===== src/design/sli_pkg.sv =====
// Shared constants, opcodes and controller command type for the sorted list block.
package sli_pkg;

  // Storage size and derived widths
  localparam int CAPACITY = 16;
  localparam int COUNT_W  = $clog2(CAPACITY + 1);
  localparam int INDEX_W  = 4;
  localparam int VALUE_W  = 32;
  localparam int CMP_W    = (COUNT_W > INDEX_W) ? COUNT_W : INDEX_W;

  // Fixed field widths of the result
  localparam int ENTRY_COUNT_W = 5;

  // Stream payload widths, padded to whole bytes
  localparam int S_DATA_W = 40;
  localparam int M_DATA_W = 40;

  // Operation codes
  typedef logic [1:0] opcode_t;
  localparam opcode_t OP_INSERT = 2'd0;
  localparam opcode_t OP_DELETE = 2'd1;
  localparam opcode_t OP_READ   = 2'd2;

  // Commands from controller to datapath
  typedef struct packed {
    logic load;  // capture the incoming transaction
    logic exec;  // apply the operation and load the result register
  } sli_cmd_t;

endpackage


===== src/design/sli_ctrl.sv =====
// Controller state machine: sequences capture, execute and result handoff.
module sli_ctrl import sli_pkg::*; (
  input  logic     clk,
  input  logic     rst,
  input  logic     in_valid,
  output logic     in_ready,
  output logic     out_valid,
  input  logic     out_ready,
  output sli_cmd_t cmd
);

  typedef enum logic {
    S_IDLE,
    S_EXEC
  } state_t;

  state_t state;
  logic   accept;

  // Take a new transaction only when idle and the result slot is free or draining
  assign in_ready = (state == S_IDLE) && (!out_valid || out_ready);
  assign accept   = in_valid && in_ready;

  assign cmd.load = accept;
  assign cmd.exec = (state == S_EXEC);

  // State and result valid flag
  always_ff @(posedge clk) begin
    if (rst) begin
      state     <= S_IDLE;
      out_valid <= 1'b0;
    end else begin
      unique case (state)
        S_IDLE: begin
          if (out_valid && out_ready) begin
            out_valid <= 1'b0;
          end
          if (accept) begin
            state <= S_EXEC;
          end
        end
        S_EXEC: begin
          out_valid <= 1'b1;
          state     <= S_IDLE;
        end
        default: begin
          state <= S_IDLE;
        end
      endcase
    end
  end

endmodule


===== src/design/sli_datapath.sv =====
// Datapath: sorted shift-register array with parallel compares and result register.
module sli_datapath import sli_pkg::*; (
  input  logic                      clk,
  input  logic                      rst,
  input  sli_cmd_t                  cmd,
  input  opcode_t                   in_opcode,
  input  logic signed [VALUE_W-1:0] in_value,
  input  logic [INDEX_W-1:0]        in_index,
  output logic [COUNT_W-1:0]        res_count,
  output logic                      res_done,
  output logic                      res_drop,
  output logic signed [VALUE_W-1:0] res_value
);

  // Captured transaction
  opcode_t                   op_q;
  logic signed [VALUE_W-1:0] val_q;
  logic [INDEX_W-1:0]        idx_q;

  // Storage
  logic signed [VALUE_W-1:0] entries [CAPACITY];
  logic [COUNT_W-1:0]        count;

  // Per-slot compare results
  logic [CAPACITY-1:0] valid;
  logic [CAPACITY-1:0] at_pos;   // slot is at or after the insert point
  logic [CAPACITY-1:0] match;
  logic [CAPACITY-1:0] del_past; // slot is at or after the first match

  logic signed [VALUE_W-1:0] ins_next [CAPACITY];
  logic signed [VALUE_W-1:0] del_next [CAPACITY];
  logic signed [VALUE_W-1:0] rd_data;
  logic                      rd_ok;
  logic                      is_full;
  logic                      found;

  // Capture input
  always_ff @(posedge clk) begin
    if (cmd.load) begin
      op_q  <= in_opcode;
      val_q <= in_value;
      idx_q <= in_index;
    end
  end

  // Slot compares, one per entry
  always_comb begin
    for (int i = 0; i < CAPACITY; i++) begin
      valid[i]  = (COUNT_W'(i) < count);
      at_pos[i] = !valid[i] || (entries[i] >= val_q);
      match[i]  = valid[i] && (entries[i] == val_q);
    end
  end

  // First-match prefix for delete, each slot reduced on its own
  always_comb begin
    for (int i = 0; i < CAPACITY; i++) begin
      del_past[i] = 1'b0;
      for (int j = 0; j <= i; j++) begin
        del_past[i] = del_past[i] | match[j];
      end
    end
  end

  assign found   = |match;
  assign is_full = (count >= COUNT_W'(CAPACITY));

  // Next array contents for insert (shift up) and delete (shift down)
  always_comb begin
    for (int i = 0; i < CAPACITY; i++) begin
      if (!at_pos[i]) begin
        ins_next[i] = entries[i];
      end else if (i == 0) begin
        ins_next[i] = val_q;
      end else if (!at_pos[i-1]) begin
        ins_next[i] = val_q;
      end else begin
        ins_next[i] = entries[i-1];
      end

      if (!del_past[i]) begin
        del_next[i] = entries[i];
      end else if (i == CAPACITY - 1) begin
        del_next[i] = '0;
      end else begin
        del_next[i] = entries[i+1];
      end
    end
  end

  // Read port: select by index
  always_comb begin
    rd_data = '0;
    for (int i = 0; i < CAPACITY; i++) begin
      if (CMP_W'(idx_q) == CMP_W'(i)) begin
        rd_data = entries[i];
      end
    end
    rd_ok = (CMP_W'(idx_q) < CMP_W'(count));
  end

  // Apply operation and register the result
  always_ff @(posedge clk) begin
    if (rst) begin
      count <= '0;
      for (int i = 0; i < CAPACITY; i++) begin
        entries[i] <= '0;
      end
    end else if (cmd.exec) begin
      res_count <= count;
      res_done  <= 1'b0;
      res_drop  <= 1'b0;
      res_value <= '0;
      case (op_q)
        OP_INSERT: begin
          if (is_full) begin
            res_drop <= 1'b1;
          end else begin
            entries   <= ins_next;
            count     <= count + COUNT_W'(1);
            res_count <= count + COUNT_W'(1);
            res_done  <= 1'b1;
          end
        end
        OP_DELETE: begin
          if (found) begin
            entries   <= del_next;
            count     <= count - COUNT_W'(1);
            res_count <= count - COUNT_W'(1);
            res_done  <= 1'b1;
          end
        end
        OP_READ: begin
          if (rd_ok) begin
            res_value <= rd_data;
            res_done  <= 1'b1;
          end
        end
        default: begin
          // unused opcode: report count only
        end
      endcase
    end
  end

endmodule


===== src/design/sorted_list_insert_delete.sv =====
// Sorted list of signed 32-bit values with ordered insert, delete and indexed read.
//
// Input stream (s_*): one transaction per operation: opcode, value, index.
//   Insert puts value ahead of the first entry >= value; full list drops it.
//   Delete removes the first entry equal to value. Read returns entry[index].
// Output stream (m_*): exactly one result transaction per operation, with the
//   entry count after the operation, done flag, full-drop flag and read value.
// Timing: an accepted transaction is captured, executed the next cycle, and its
//   result is registered in the execute step. One operation is in flight at a
//   time, so a new transaction waits until the controller goes from its capture
//   and execute steps back to idle; the shift-array update is the execute step.
// All 16 slots are compared in parallel; the array shifts up or down in the execute step.
// Reset (rst, synchronous) empties the list and clears every slot to zero.
// Stalls: the result register holds while m_tready is low; s_tready stays low
//   until that result is taken, then a new transaction may enter in the same cycle.
module sorted_list_insert_delete import sli_pkg::*; (
  input  logic                clk,
  input  logic                rst,
  input  logic                s_tvalid,
  output logic                s_tready,
  input  logic [S_DATA_W-1:0] s_tdata,  // opcode[1:0], value[33:2], index[37:34], zero pad
  output logic                m_tvalid,
  input  logic                m_tready,
  output logic [M_DATA_W-1:0] m_tdata   // entry_count[4:0], done_res[5], full_drop[6],
                                        // read_value[38:7], zero pad
);

  sli_cmd_t                  cmd;
  logic [COUNT_W-1:0]        res_count;
  logic                      res_done;
  logic                      res_drop;
  logic signed [VALUE_W-1:0] res_value;

  // Controller
  sli_ctrl u_ctrl (
    .clk       (clk),
    .rst       (rst),
    .in_valid  (s_tvalid),
    .in_ready  (s_tready),
    .out_valid (m_tvalid),
    .out_ready (m_tready),
    .cmd       (cmd)
  );

  // Datapath
  sli_datapath u_datapath (
    .clk       (clk),
    .rst       (rst),
    .cmd       (cmd),
    .in_opcode (opcode_t'(s_tdata[1:0])),
    .in_value  ($signed(s_tdata[33:2])),
    .in_index  (s_tdata[37:34]),
    .res_count (res_count),
    .res_done  (res_done),
    .res_drop  (res_drop),
    .res_value (res_value)
  );

  // Result packing
  assign m_tdata = {1'b0, res_value, res_drop, res_done, ENTRY_COUNT_W'(res_count)};

  // Checks
  a_exec_follows_accept: assert property (@(posedge clk) disable iff (rst)
    (s_tvalid && s_tready) |=> cmd.exec)
    else $error("accepted transaction not executed next cycle");

  a_exec_sets_valid: assert property (@(posedge clk) disable iff (rst)
    cmd.exec |=> m_tvalid)
    else $error("execute did not present a result");

  a_no_accept_while_stalled: assert property (@(posedge clk) disable iff (rst)
    (m_tvalid && !m_tready) |-> !s_tready)
    else $error("input accepted while result stalled");

  a_count_bound: assert property (@(posedge clk) disable iff (rst)
    m_tvalid |-> (m_tdata[4:0] <= ENTRY_COUNT_W'(CAPACITY)))
    else $error("entry count exceeds capacity");

endmodule

===== config.mk =====
export PLATFORM = sky130hd
export DESIGN_NAME = sorted_list_insert_delete
export DESIGN_NICKNAME = d
export VERILOG_FILES = /design/src/design/sli_pkg.sv /design/src/design/sli_ctrl.sv /design/src/design/sli_datapath.sv /design/src/design/sorted_list_insert_delete.sv
export SDC_FILE = /design/constraint.sdc
export NUM_CORES = 2
export LEC_CHECK = 0
export ABC_AREA = 1
export ABC_CLOCK_PERIOD_IN_PS = 6600
export BUFFER_PORTS_ARGS = -buffer_cell sky130_fd_sc_hd__buf_2
export CORE_ASPECT_RATIO = 1.5
export CORE_UTILIZATION = 55
export CTS_BUF_LIST = sky130_fd_sc_hd__clkbuf_2 sky130_fd_sc_hd__clkbuf_4 sky130_fd_sc_hd__clkbuf_8
export CTS_CLUSTER_DIAMETER = 30
export DETAILED_ROUTE_END_ITERATION = 12
export MAX_ROUTING_LAYER = met4
export PLACE_DENSITY = 0.78
export SLEW_MARGIN = 20
export SYNTH_ARGS = -nofsm -noshare
export SYNTH_HDL_FRONTEND = slang
export SYNTH_HIERARCHICAL = 1
export SYNTH_SLANG_ARGS = --single-unit

===== constraint.sdc =====
create_clock -name clk -period 6.6 [get_ports clk]
set_input_delay 1.98 -clock clk [delete_from_list [all_inputs] [get_ports clk]]
set_output_delay 1.98 -clock clk [all_outputs]
set_load 0.01 [all_outputs]

==> qor.csv <==
metric,value,unit
first-pass iteration count of the detailed router,7,
IO Pins,86,
Post-Synthesis Cells,8705,
CTS buffer count,144,
"Design Area, Final",0.0562,mm²
Hold Buf Count CTS,0,
Skew-Pair Late Insertion Delay,880,ps
CP Launch Type,flip-flop,
initial drt markers,5512,
largest area contributor in the netlist,dfxtp_1,
Switching Fraction,33.5,%
leakage,27.1,nW
status,"finished, final reports clean",
area fraction in compound gates after synthesis,13.4,%
Sink Count,596,
main area contributors after synthesis,"dfxtp_1, nand2_1, ha_1",
Post-Syn Nets,9267,
Int Pwr,7.90,mW
Layout area overhead,9.19,%
DRC Markers,0,
Post-Syn Area per Cell,5.92,µm²
most common flop cell mapped by yosys,dfxtp_1,
crit path DAT,6110,ps
"Cell Area, Placed",0.0527,mm²
Final min period,5370,ps
Yosys warnings,6,
Critical Path RT,7340,ps
Mapped Area,0.0515,mm²
Comb pwr share,20.3,%
Final Wtd Congestion,1.01,
Synth top area share,20.2,%
die area,0.0949,mm²
first-pass GRT wire length,298,mm
Crit Path Class,flip-flop to flip-flop,
max-cap violation count,0,
Worst Clk Skew,39.3,ps
part of the power in registers,33.9,%
CTS tree,done,
antenna violations before repair,3,
vias post-DR,57600,
RSZ-0062 raised after global routing,false,
Routed WL,194,mm
"critical path fanouts, max",23,
async set-reset flop share out of synthesis,0,%
grt ovf,0,
Initial Utilization,55.4,%
Max Slew Vio Count,0,
Antenna Nets Post-Route,0,
vias per inst,5.80,
worst-margin pin slew,1150,ps
height of the die,377,µm
Synth Area in XOR/XNOR,0.0510,%
crit share post-route,81.4,%
hpwl dp,142,mm
setup bufs post-CTS,0,
CP Capture Type,flip-flop,
Fmax,186,MHz
Port Buffers,82,
number of synthesized flops with an enable pin,77,
Routed WL per cell,19.5,µm
layout cells sized above 1,6.68,%
Final setup viols,0,
H-tree Lvls,4,
vias in the first global route,54300,
Root Driver,clkbuf_8,
largest net degree at the start of global routing,118,
"count leader, synth",nand2_1,
post-synthesis mux area share,0,%
slew margin rel.,23.3,%
All-Layer GR Usage,41.2,%
Yosys cell types,47,
#FFs+latches synth,596,
hold crit path type,flip-flop to flip-flop,
final hold vios,0,
core box area,0.0929,mm²
nets,9127,
sequential fraction of the synthesis area,24.7,%
die width,252,µm
main combinational cell family by area after synthesis,simple AND/OR/NAND/NOR gates,
switching power,3.97,mW
setup TNS,0,ps
clock power share,45.9,%
post-CTS sizing,0,
adder-cell share of the synthesized area,12.6,%
Longest Clk Path Bufs,3,
"top cells by count, synth","nand2_1, nor2_1, o21ai_0",
peak supply drop,0.198,mV
Simple-Gate Fraction of Synth Area,40.4,%
Power per Cell Area,211,mW/mm²
Clock transition at path regs,70,ps
Site Rows,137,
## power groups by stage
stage               logic [mW]  clock network, mW  registers (mW)
detailed placement        2.33                  0            4.09
global placement          2.26                  0            4.08
floorplan                 1.66                  0            4.01
CTS                       2.34               5.49            4.01
global route              2.66               5.67            4.03
finish                    2.41               5.45            4.02
## routing by layer
metal,share of wire (%),global-route usage (%),vias to the layer above
li1,-,-,28100
met1,36,44.1,25900
met2,46,65.6,2830
met3,7.9,6.46,826
met4,10,37.4,0
met5,0,-,-
## sequential cells by signal, indices dropped and copies added, names as in the netlist, 2 cells and up
name                  flops
u_datapath/entries      512
u_datapath/res_value     32
u_datapath/val_q         32
u_datapath/count          5
u_datapath/res_count      5
u_datapath/idx_q          4
u_datapath/op_q           2
## path summary, 6_finish.rpt
check / from / to / cells past startpoint / slack, ps
setup / recovery: u_datapath/val_q[22] / u_datapath/entries[131] / 18 / 1230
hold / removal: u_datapath/entries[7] / u_datapath/entries[7] / 2 / 510
setup reg to reg: u_datapath/val_q[22] / u_datapath/entries[131] / 18 / 1230
hold reg to reg: u_datapath/entries[7] / u_datapath/entries[7] / 2 / 510
## cells in the final DEF (no fill, tap or decap), types with 5 or more instances in the layout
cell type   synthesis  final
o21ai_0           697    697
edfxtp_1           77     77
clkbuf_8            0    161
nor2_2              8     20
o21a_1             35     35
nand3b_1            5      5
clkbuf_4            0     22
o21ai_1            32     32
buf_2              55     82
buf_4              16    158
nand3_1           359    352
clkinv_1           12     18
nor3_1             66     66
o22ai_1            27     27
clkinv_2            0     28
a21o_1              6      6
nand4_1           379    379
nand3_2             3     10
dfxtp_1           519    519
nor2_1           1544   1528
inv_2              10     10
ha_1              518    518
a21oi_1           470    467
inv_1             618    616
nand2_1          2703   2702
bufinv_16           0     25
nor2_4              7     11
clkinvlp_4          0     18
o21bai_1           42     42
## final cells by class
class / count / area, µm²
Clock inverter: 85 / 1130
Sequential cell: 596 / 12700
Clock buffer: 183 / 2380
Antenna cell: 2 / 5.00
Fill cell: 9178 / 36700
Tap cell: 1251 / 1570
Timing Repair Buffer: 245 / 1690
Inverter: 640 / 2410
Multi-Input combinational cell: 6938 / 34400
## critical path, stage by stage (launching register included)
cell and delay [ps]:
edfxtp_1 860, inv_1 690, ha_1 520, nand2_1 80, nor2_1 170, nand2_1 80, nor2_1 380, nand3_1 230
nand2_1 130, nor2_1 60, nand2_2 120, nor2_4 90, nand2_4 100, nand3_4 130, buf_4 320, nor2_4 450
inv_1 520, nor2_1 220, nor2_1 60
## kinds of logic after synthesis
logic type | after synthesis
AND/OR/NAND/NOR | 5090
buffers and inverters | 1171
flip-flops | 596
adder cells (fa/ha/maj) | 518
XOR/XNOR | 3
other | 1
AO/OA/AOI/OAI | 1326
## per-stage QoR
stage	hold WS (ps)	std cells	setup WS [ps]	total power [mW]	utilization (%)
floorplan	471	8705	2410	5.67	-
global placement	488	9670	1420	6.34	56.8
detailed placement	497	9670	1390	6.41	56.8
CTS	505	9938	1360	11.8	60.5
global route	536	9940	901	12.4	60.5
finish	506	9940	1230	11.9	60.5
(Power assumes the default switching activity.)
